==> config.mk <==
export PLATFORM = sky130hd
export DESIGN_NAME = pn3o_ctrl
export DESIGN_NICKNAME = d
export VERILOG_FILES = /design/src/hw/rtl/assert_macros.svh /design/src/hw/rtl/pn3o_pkg.sv /design/src/hw/rtl/pn3o_ctrl.sv
export SDC_FILE = /design/constraint.sdc
export NUM_CORES = 1
export LEC_CHECK = 0
export BUFFER_PORTS_ARGS = -buffer_cell sky130_fd_sc_hd__buf_2
export CORE_ASPECT_RATIO = 0.7
export CORE_MARGIN = 5
export CORE_UTILIZATION = 33
export CTS_BUF_LIST = sky130_fd_sc_hd__clkbuf_4 sky130_fd_sc_hd__clkbuf_8
export CTS_CLUSTER_SIZE = 16
export DETAILED_ROUTE_END_ITERATION = 8
export PLACE_DENSITY = 0.63
export SYNTH_ARGS = -nofsm -noshare
export SYNTH_HDL_FRONTEND = slang
export SYNTH_SLANG_ARGS = --single-unit
==> constraint.sdc <==
create_clock -name clk -period 3.03 [get_ports clk]
set_clock_uncertainty 0.2 [all_clocks]
set_input_delay 0.4545 -clock clk [delete_from_list [all_inputs] [get_ports clk]]
set_output_delay 0.4545 -clock clk [all_outputs]
set_load 0.02 [all_outputs]
==> src/hw/rtl/assert_macros.svh <==
// Assertion helpers used by the top-level RTL file.
// Each check is sampled on the rising edge of clk and is ignored while rst_n is low.
`ifndef ASSERT_MACROS_SVH
`define ASSERT_MACROS_SVH

`ifndef SYNTHESIS

// Check that a condition holds at every clock edge.
`define ASSERT_ALWAYS(lbl, expr) \
    lbl: assert property (@(posedge clk) disable iff (!rst_n) (expr)) \
        else $error("assertion failed: expression does not hold");

// Check that when a trigger holds, a result holds in the next cycle.
`define ASSERT_NEXT(lbl, ante, cons) \
    lbl: assert property (@(posedge clk) disable iff (!rst_n) (ante) |=> (cons)) \
        else $error("assertion failed: next-cycle implication");

`else

`define ASSERT_ALWAYS(lbl, expr)
`define ASSERT_NEXT(lbl, ante, cons)

`endif

`endif

==> src/hw/rtl/pn3o_pkg.sv <==
package pn3o_pkg;

    // Fixed-point format and field widths
    localparam int FRAC_W     = 16;
    localparam int COORD_W    = 24;
    localparam int SCOORD_W   = 31;
    localparam int IDX_W      = 8;
    localparam int VAL_W      = 22;
    localparam int NOISE_W    = 17;
    localparam int CFG_W      = 4;
    localparam int OCT_W      = 3;
    localparam int MAX_OCT    = 8;
    localparam int DIV_STEPS  = 16;
    localparam int TABLE_SIZE = 256;

    // Datapath operation codes
    localparam logic [3:0] OP_NOP     = 4'd0;
    localparam logic [3:0] OP_TWRITE  = 4'd1;
    localparam logic [3:0] OP_CAPTURE = 4'd2;
    localparam logic [3:0] OP_FMUL    = 4'd3;
    localparam logic [3:0] OP_FCOMB   = 4'd4;
    localparam logic [3:0] OP_RD1     = 4'd5;
    localparam logic [3:0] OP_RD2     = 4'd6;
    localparam logic [3:0] OP_RD3     = 4'd7;
    localparam logic [3:0] OP_GRAD    = 4'd8;
    localparam logic [3:0] OP_LU      = 4'd9;
    localparam logic [3:0] OP_LV      = 4'd10;
    localparam logic [3:0] OP_LW      = 4'd11;
    localparam logic [3:0] OP_ACC     = 4'd12;
    localparam logic [3:0] OP_DIVI    = 4'd13;
    localparam logic [3:0] OP_DIVS    = 4'd14;
    localparam logic [3:0] OP_OUT     = 4'd15;

    // Command from controller to datapath
    typedef struct packed {
        logic [3:0]       op;
        logic [1:0]       sel;
        logic [1:0]       step;
        logic [2:0]       corner;
        logic [OCT_W-1:0] oct;
    } dp_cmd_t;

    // Status from datapath to controller
    typedef struct packed {
        logic out_free;
    } dp_stat_t;

endpackage

==> src/hw/rtl/pn3o_ctrl.sv <==
module pn3o_ctrl
(
    input  logic                    clk,
    input  logic                    rst_n,
    input  logic                    in_valid,
    input  logic                    in_op,
    output logic                    in_ready,
    input  logic                    cfg_we,
    input  logic [pn3o_pkg::CFG_W-1:0] cfg_wdata,
    input  pn3o_pkg::dp_stat_t      stat,
    output pn3o_pkg::dp_cmd_t       cmd
);
    import pn3o_pkg::*;

    localparam logic [3:0] S_IDLE  = 4'd0;
    localparam logic [3:0] S_FMUL  = 4'd1;
    localparam logic [3:0] S_FCOMB = 4'd2;
    localparam logic [3:0] S_RD1   = 4'd3;
    localparam logic [3:0] S_RD2   = 4'd4;
    localparam logic [3:0] S_RD3   = 4'd5;
    localparam logic [3:0] S_GRAD  = 4'd6;
    localparam logic [3:0] S_LU    = 4'd7;
    localparam logic [3:0] S_LV    = 4'd8;
    localparam logic [3:0] S_LW    = 4'd9;
    localparam logic [3:0] S_ACC   = 4'd10;
    localparam logic [3:0] S_DIVI  = 4'd11;
    localparam logic [3:0] S_DIVS  = 4'd12;
    localparam logic [3:0] S_OUT   = 4'd13;

    logic [3:0]       state_reg, state_next;
    logic [1:0]       sel_reg, sel_next;
    logic [1:0]       step_reg, step_next;
    logic [2:0]       corner_reg, corner_next;
    logic [OCT_W-1:0] oct_reg, oct_next;
    logic [3:0]       dcnt_reg, dcnt_next;
    logic [CFG_W-1:0] octaves_reg;
    logic [OCT_W-1:0] last_oct;

    // Clamp the octave count to 1..MAX_OCT, as an index of the last octave
    always_comb
    begin
        if (octaves_reg == '0)
            last_oct = '0;
        else if (octaves_reg > CFG_W'(MAX_OCT))
            last_oct = OCT_W'(MAX_OCT - 1);
        else
            last_oct = OCT_W'(octaves_reg - CFG_W'(1));
    end

    assign in_ready = (state_reg == S_IDLE);

    // Sequence one evaluation
    always_comb
    begin
        state_next  = state_reg;
        sel_next    = sel_reg;
        step_next   = step_reg;
        corner_next = corner_reg;
        oct_next    = oct_reg;
        dcnt_next   = dcnt_reg;
        cmd.op      = OP_NOP;
        cmd.sel     = sel_reg;
        cmd.step    = step_reg;
        cmd.corner  = corner_reg;
        cmd.oct     = oct_reg;
        unique case (state_reg)
            S_IDLE:
            begin
                if (in_valid)
                begin
                    if (in_op)
                    begin
                        cmd.op     = OP_CAPTURE;
                        state_next = S_FMUL;
                        sel_next   = '0;
                        step_next  = '0;
                        oct_next   = '0;
                    end
                    else
                    begin
                        cmd.op = OP_TWRITE;
                    end
                end
            end
            S_FMUL:
            begin
                cmd.op = OP_FMUL;
                if (step_reg == 2'd3)
                    state_next = S_FCOMB;
                else
                    step_next = step_reg + 2'd1;
            end
            S_FCOMB:
            begin
                cmd.op = OP_FCOMB;
                if (sel_reg == 2'd2)
                begin
                    state_next  = S_RD1;
                    corner_next = '0;
                end
                else
                begin
                    sel_next   = sel_reg + 2'd1;
                    step_next  = '0;
                    state_next = S_FMUL;
                end
            end
            S_RD1:
            begin
                cmd.op     = OP_RD1;
                state_next = S_RD2;
            end
            S_RD2:
            begin
                cmd.op     = OP_RD2;
                state_next = S_RD3;
            end
            S_RD3:
            begin
                cmd.op     = OP_RD3;
                state_next = S_GRAD;
            end
            S_GRAD:
            begin
                cmd.op = OP_GRAD;
                if (corner_reg[0])
                    state_next = S_LU;
                else
                begin
                    corner_next = corner_reg + 3'd1;
                    state_next  = S_RD1;
                end
            end
            S_LU:
            begin
                cmd.op = OP_LU;
                if (corner_reg[1])
                    state_next = S_LV;
                else
                begin
                    corner_next = corner_reg + 3'd1;
                    state_next  = S_RD1;
                end
            end
            S_LV:
            begin
                cmd.op = OP_LV;
                if (corner_reg[2])
                    state_next = S_LW;
                else
                begin
                    corner_next = corner_reg + 3'd1;
                    state_next  = S_RD1;
                end
            end
            S_LW:
            begin
                cmd.op     = OP_LW;
                state_next = S_ACC;
            end
            S_ACC:
            begin
                cmd.op = OP_ACC;
                if (oct_reg == last_oct)
                    state_next = S_DIVI;
                else
                begin
                    oct_next   = oct_reg + OCT_W'(1);
                    sel_next   = '0;
                    step_next  = '0;
                    state_next = S_FMUL;
                end
            end
            S_DIVI:
            begin
                cmd.op     = OP_DIVI;
                dcnt_next  = '0;
                state_next = S_DIVS;
            end
            S_DIVS:
            begin
                cmd.op = OP_DIVS;
                if (dcnt_reg == 4'(DIV_STEPS - 1))
                    state_next = S_OUT;
                else
                    dcnt_next = dcnt_reg + 4'd1;
            end
            S_OUT:
            begin
                if (stat.out_free)
                begin
                    cmd.op     = OP_OUT;
                    state_next = S_IDLE;
                end
            end
            default:
            begin
                state_next = S_IDLE;
            end
        endcase
    end

    // Hold state and the octave count register
    always_ff @(posedge clk or negedge rst_n)
    begin
        if (!rst_n)
        begin
            state_reg   <= S_IDLE;
            sel_reg     <= '0;
            step_reg    <= '0;
            corner_reg  <= '0;
            oct_reg     <= '0;
            dcnt_reg    <= '0;
            octaves_reg <= CFG_W'(1);
        end
        else
        begin
            state_reg  <= state_next;
            sel_reg    <= sel_next;
            step_reg   <= step_next;
            corner_reg <= corner_next;
            oct_reg    <= oct_next;
            dcnt_reg   <= dcnt_next;
            if (cfg_we)
                octaves_reg <= cfg_wdata;
        end
    end

endmodule

After elaboration in Yosys (flattened, before gate mapping)
Index checks and enable logic that the tools add are counted.
W data, S select, Z words.

storage, ports and cells
  output and inout bits = 15
  flip-flop bits (word level) = 22

operators by class
  equal/unequal tests = 30
  mux-type cells = 36
  $lt $le $gt $ge = 1
  reduce and logical (&&, ||, !) cells = 15
  add/sub/neg operators = 6

operators with widths
  cell                   count
  $pmux W4 S14           2
  $mux W4                10
  $mux W3                10
  $eq A4 B4 Y1 const B   7
  $ne A2 B2 Y1 const B   13
  $mux W2                9
  $eq A4 B3 Y1 const B   4
  $reduce_and A4 Y1      4
  $pmux W3 S4            1
  $reduce_and A5 Y1      2
  $eq A4 B2 Y1 const B   2
  $logic_not A4 Y1       2
  $pmux W2 S4            1
  $pmux W4 S2            1
  $reduce_bool A4 Y1     2
  $add A3 B1 Y3 const B  2
  $pmux W2 S3            1
  $pmux W3 S2            1
  $reduce_and A6 Y1      1
  $add A2 B1 Y2 const B  2
  $add A4 B1 Y4 const B  1
  $eq A2 B2 Y1 const B   2
  $eq A4 B1 Y1 const B   1
  $gt A4 B4 Y1 const B   1
  5 further kinds        6

Longest topological paths before layout
  word-level depth = 6
  mapped depth = 8
  gate-level depth less buffers = 8

Worst setup path after synthesis
No wires, ideal clock.

  path type = reg2reg
  from = register octaves_reg[0]
  to = register sel_reg[1]
  library setup time = 125 ps
  data arrival time = 2,097 ps
  setup slack = 608 ps
  clock period less this slack = 2,422 ps
  stages on the path, launching flop included = 9
  buffers on the path = 0
  data required time = 2,705 ps
  cells stage by stage = dfstp_2 > inv_1 > ha_1 > or4b_1 > o311ai_1 > o2bb2ai_2 > o21a_4 > a21oi_4 > mux2_4

on the way
  word-level cells in the longest chain between the ends = 6
  elaborated cells between the ends (all ways) = 8
  those cells by class = add/sub: 1; order compare: 1; eq/ne: 2; mux: 2; reduce/logical: 2

ends and longest elaborated chain
  item                                                  RTL line                          source
  start, declared                                       pn3o_ctrl.sv:36                   logic [CFG_W-1:0] octaves_reg;
  start signal, assigned                                pn3o_ctrl.sv:225                  octaves_reg <= cfg_wdata;
  $gt A4 B4 Y1 / $sub A3 B1 Y3 (equally long branches)  pn3o_ctrl.sv:44, pn3o_ctrl.sv:47
  $mux W3                                               pn3o_ctrl.sv:44                   else if (octaves_reg > CFG_W'(MAX_OCT))
  $mux W3 *                                             pn3o_ctrl.sv:42                   if (octaves_reg == '0)
  $eq A3 B3 Y1 *                                        pn3o_ctrl.sv:164                  if (oct_reg == last_oct)
  $ne A2 B2 Y1 (no line) *                              --
  $reduce_and A5 Y1 (no line) *                         --
  end signal, assigned                                  pn3o_ctrl.sv:219                  sel_reg <= sel_next;
  end, declared                                         pn3o_ctrl.sv:31                   logic [1:0] sel_reg, sel_next;

Mark *: on every way between the ends. The rest lies on a longest branch, timed or not.
A chain may end at the register's enable or synchronous reset.

Worst setup path in the final report
Ends and elaborated chain as after synthesis.

==> tab_implementation.tex <==
\begin{tabular}{lr}
\hline
Metric & Value \\
\hline
\multicolumn{2}{l}{\textbf{Synth}} \\
\quad Post-synth cell types & 53 \\
\quad Cell types occupying the most area after synthesis & dfrtp\_1, ha\_1, nand2\_1 \\
\quad Most frequent cell after synthesis & nand2\_1 \\
\quad Number of enable-type register cells in the synthesized netlist & 0 \\
\quad Top cells by count, synth & nand2\_1, dfrtp\_1, nor2\_1 \\
\quad Leading area contributor after synthesis & dfrtp\_1 \\
\quad Count of mapped cells out of synthesis & 199 \\
\quad Flip-flop cell with the highest count after synthesis & dfrtp\_1 \\
\quad Top-area cell type share of the netlist area & 0.317 \\
\quad Netlist Area Pre-Place & 0.00166 mm² \\
\quad Average cell area after synthesis & 8.34 µm² \\
\quad Total nets after synthesis & 219 \\
\quad Yosys reg bits & 22 \\
\quad Yosys warnings & 0 \\
\quad Proportion of synthesized flip-flops having asynchronous set or reset & 1.00 \\
\quad Sequential fraction of the synthesis area & 0.333 \\
\multicolumn{2}{l}{\textbf{Die}} \\
\quad Die Span Y & 69.3 µm \\
\quad Core region area & 0.00483 mm² \\
\quad Total I/O pin count & 25 \\
\quad DIE AREA & 0.00657 mm² \\
\quad Starting density of the core & 0.343 \\
\quad Rows & 21 \\
\quad DIE WIDTH & 94.7 µm \\
\multicolumn{2}{l}{\textbf{Critical path}} \\
\quad Sort of element at the start of the critical path & flip-flop \\
\quad Worst-path cell with the longest stage delay & dfstp\_2 \\
\quad Arr. time, crit path & 2490 ps \\
\quad Flop-to-flop setup slack & 490 ps \\
\quad Top fanout value on the critical path & 7 \\
\quad R2r endpoint & sel\_reg[1]\$\_DFFE\_PN0P\_ \\
\quad Worst-case reg-to-reg path depth & 8 \\
\quad Kind of capture point of the worst setup path & flip-flop \\
\quad Required @ worst endpoint & 2990 ps \\
\quad Maximum single-stage delay on the critical path & 520 ps \\
\quad CP Class & flip-flop to flip-flop \\
\quad Critical path cell sequence & inv\_1 -> ha\_1 -> or4b\_1 -> o311ai\_1 -> o2bb2ai\_2 -> o21a\_4 -> a21oi\_4 -> mux2\_4 \\
\quad Worst R2R Start & octaves\_reg[0]\$\_DFFE\_PN1P\_ \\
\multicolumn{2}{l}{\textbf{Clocking}} \\
\quad Total of cells resized after clock tree synthesis & 0 \\
\quad Buffers inserted by post-CTS timing repair & 0 \\
\quad Count of hold-fix buffers inserted at cts & 1 \\
\quad Number of levels in the clock H-tree & 1 \\
\quad Inserted Clock Buffers & 3 \\
\quad Clock Sinks & 22 \\
\quad Clock Path Buffers & 2 \\
\quad CTS root buffer & clkbuf\_8 \\
\quad TritonCTS clock tree & done \\
\quad Skew-Pair Late Insertion Delay & 260 ps \\
\quad Clk slew on worst S/H paths & 80 ps \\
\multicolumn{2}{l}{\textbf{GRT}} \\
\quad Global-route congestion overflow total & 0 \\
\quad Vias in the first global route & 1458 \\
\quad First-pass GRT wire length & 6.84 mm \\
\quad Largest net degree at the start of global routing & 23 \\
\quad Number of antenna violations at the first check in global routing & 0 \\
\quad GR Util All Layers & 0.126 \\
\multicolumn{2}{l}{\textbf{Cells and area}} \\
\quad Final-stage net count & 245 \\
\quad Layout cell share with drive strength beyond 1 & 0.201 \\
\quad Signed area change from the synthesized netlist to the final layout & 17.1\% \\
\quad Number of antenna cells inserted & 0 \\
\multicolumn{2}{l}{\textbf{Drt}} \\
\quad Antenna-violating nets left & 0 \\
\quad Number of DRC violations after detailed-routing iteration 0 & 61 \\
\quad Routed WL per cell & 13.3 µm \\
\quad Count of vias placed by the detailed router & 1522 \\
\quad Post-detailed-routing wire length & 3.89 mm \\
\quad Number of search-and-repair iterations in the first detailed-routing pass & 4 \\
\quad DRC violation count after routing & 0 \\
\quad Vias per std cell & 5.19 \\
\multicolumn{2}{l}{\textbf{Min path}} \\
\quad Cell depth of the worst hold path & 3 \\
\quad Start point of the worst hold path & cfg\_wdata[0] \\
\quad Type of the most critical hold path & input port to flip-flop \\
\quad Terminating pin of the worst hold path & octaves\_reg[0]\$\_DFFE\_PN1P\_ \\
\multicolumn{2}{l}{\textbf{Timing}} \\
\quad Worst max-slew margin expressed relative to the limit & 0.393 \\
\quad Hold Vio Cnt, Final & 0 \\
\quad Total negative slack & 0 ps \\
\quad RSZ-0062 raised after global routing & no \\
\quad Final-report setup violation count & 0 \\
\quad Post-route minimum period & 2540 ps \\
\quad Final Cycle Share & 0.837 \\
\quad Max frequency & 394 MHz \\
\quad Final-report max-slew violation count & 0 \\
\quad Slew of the pin with the lowest slew margin & 903 ps \\
\quad Worst hold slack after final layout & 197 ps \\
\multicolumn{2}{l}{\textbf{Placement}} \\
\quad Total of buffers placed on input and output ports & 24 \\
\quad DP HPWL & 2.98 mm \\
\quad Final estimated routing congestion in global placement & 0.844 \\
\multicolumn{2}{l}{\textbf{Power}} \\
\quad Power Dens Cells & 701 mW/mm² \\
\quad VDD IR-drop max & 0.299 mV \\
\quad Leakage Power & 0.853 nW \\
\multicolumn{2}{l}{\textbf{Run}} \\
\quad Count of max-cap constraint violations & 0 \\
\multicolumn{2}{l}{\textbf{Run status}} \\
\quad Result of the run & complete, no violations \\
\hline
\end{tabular}
## stage by stage
| step | utilization | cells | area [µm²] | setup WS [ps] | power (W) |
|---|---|---|---|---|---|
| 2_1_floorplan | - | 199 | 1660 | 608 | 0.000903 |
| 3_3_place_gp | 0.385 | 288 | 1860 | 555 | 0.00109 |
| 3_5_place_dp | 0.385 | 288 | 1860 | 501 | 0.00109 |
| 4_1_cts | 0.402 | 293 | 1940 | 493 | 0.00138 |
| 5_1_grt | 0.402 | 293 | 1940 | 390 | 0.00148 |
| 6_report | 0.402 | 293 | 1940 | 495 | 0.00136 |
## critical path: cells and delay by family (launching register included)
family,cells,cell delay [ps]
and+or+nand+nor,1,480
adders and majority gates,1,370
muxes,1,290
AOI/OAI and AO/OA,4,490
buffers and inverters,1,60
DFF,1,520
## placed cells by master (no fill, tap or decap), drive strengths merged, types with 2 or more instances in the layout
cell | Yosys | layout
nand2 | 28 | 28
inv | 10 | 10
nand2b | 8 | 8
xor2 | 2 | 2
o21ai | 17 | 17
nor2 | 16 | 16
nor3 | 4 | 4
buf | 6 | 28
mux2 | 3 | 3
ha | 10 | 10
nand3 | 11 | 11
a21oi | 15 | 15
nor4 | 4 | 4
mux2i | 3 | 3
and4bb | 2 | 2
o31ai | 3 | 3
nand4 | 4 | 4
nor2b | 2 | 2
o311ai | 2 | 2
clkbuf | 2 | 3
or4 | 2 | 2
dfrtp | 21 | 21
## cell type report
type / count / area [µm²]
tap: 69 / 86.3
fill: 530 / 2890
multi-input combinational: 158 / 1030
clock inverter: 1 / 30.0
inverter: 11 / 41.3
sequential: 22 / 552
clock buffer: 3 / 41.3
timing repair buffer: 29 / 160
## metal layers
metal  GRT usage  part of all wire  routed length, µm  up-vias
li1            -                 -                  -      781
met1       0.197              0.55               2140      708
met3      0.0315             0.051                200        0
met2       0.178              0.40               1550       33
met5           0                 0                  0        -
met4      0.0112                 0                  0        0
## worst max-delay path by stage
| stage | to | from | depth (start not counted) |
|---|---|---|---|
| 3_5_place_dp | sel_reg[1]$_DFFE_PN0P_ | octaves_reg[0]$_DFFE_PN1P_ | 8 |
| 6_report | sel_reg[1]$_DFFE_PN0P_ | octaves_reg[0]$_DFFE_PN1P_ | 8 |
| 3_3_place_gp | sel_reg[1]$_DFFE_PN0P_ | octaves_reg[0]$_DFFE_PN1P_ | 8 |
| 5_1_grt | oct_reg[0]$_DFFE_PN0P_ | octaves_reg[0]$_DFFE_PN1P_ | 8 |
| 2_1_floorplan | sel_reg[1]$_DFFE_PN0P_ | octaves_reg[0]$_DFFE_PN1P_ | 8 |
| 4_1_cts | sel_reg[1]$_DFFE_PN0P_ | octaves_reg[0]$_DFFE_PN1P_ | 8 |
## where the power goes
part           leakage, nW  switching (W)  total (W)  internal [W]
combinational        0.529       0.000420   0.000667      0.000247
sequential           0.289      0.0000688   0.000419      0.000350
clock               0.0357       0.000101   0.000277      0.000177
## cells by family (layout without fill, tap and decap cells)
kind of cell / count (synthesis) / in the layout / synth area share
muxes: 6 / 6 / 0.0407
adders and majority gates: 11 / 11 / 0.0814
and+or+nand+nor: 87 / 87 / 0.276
buffers and inverters: 19 / 44 / 0.0452
AOI/OAI and AO/OA: 51 / 51 / 0.208
DFF: 22 / 22 / 0.333
xor gates and xnor gates: 3 / 3 / 0.0158
Note: power is estimated with default switching activity, not from simulation.
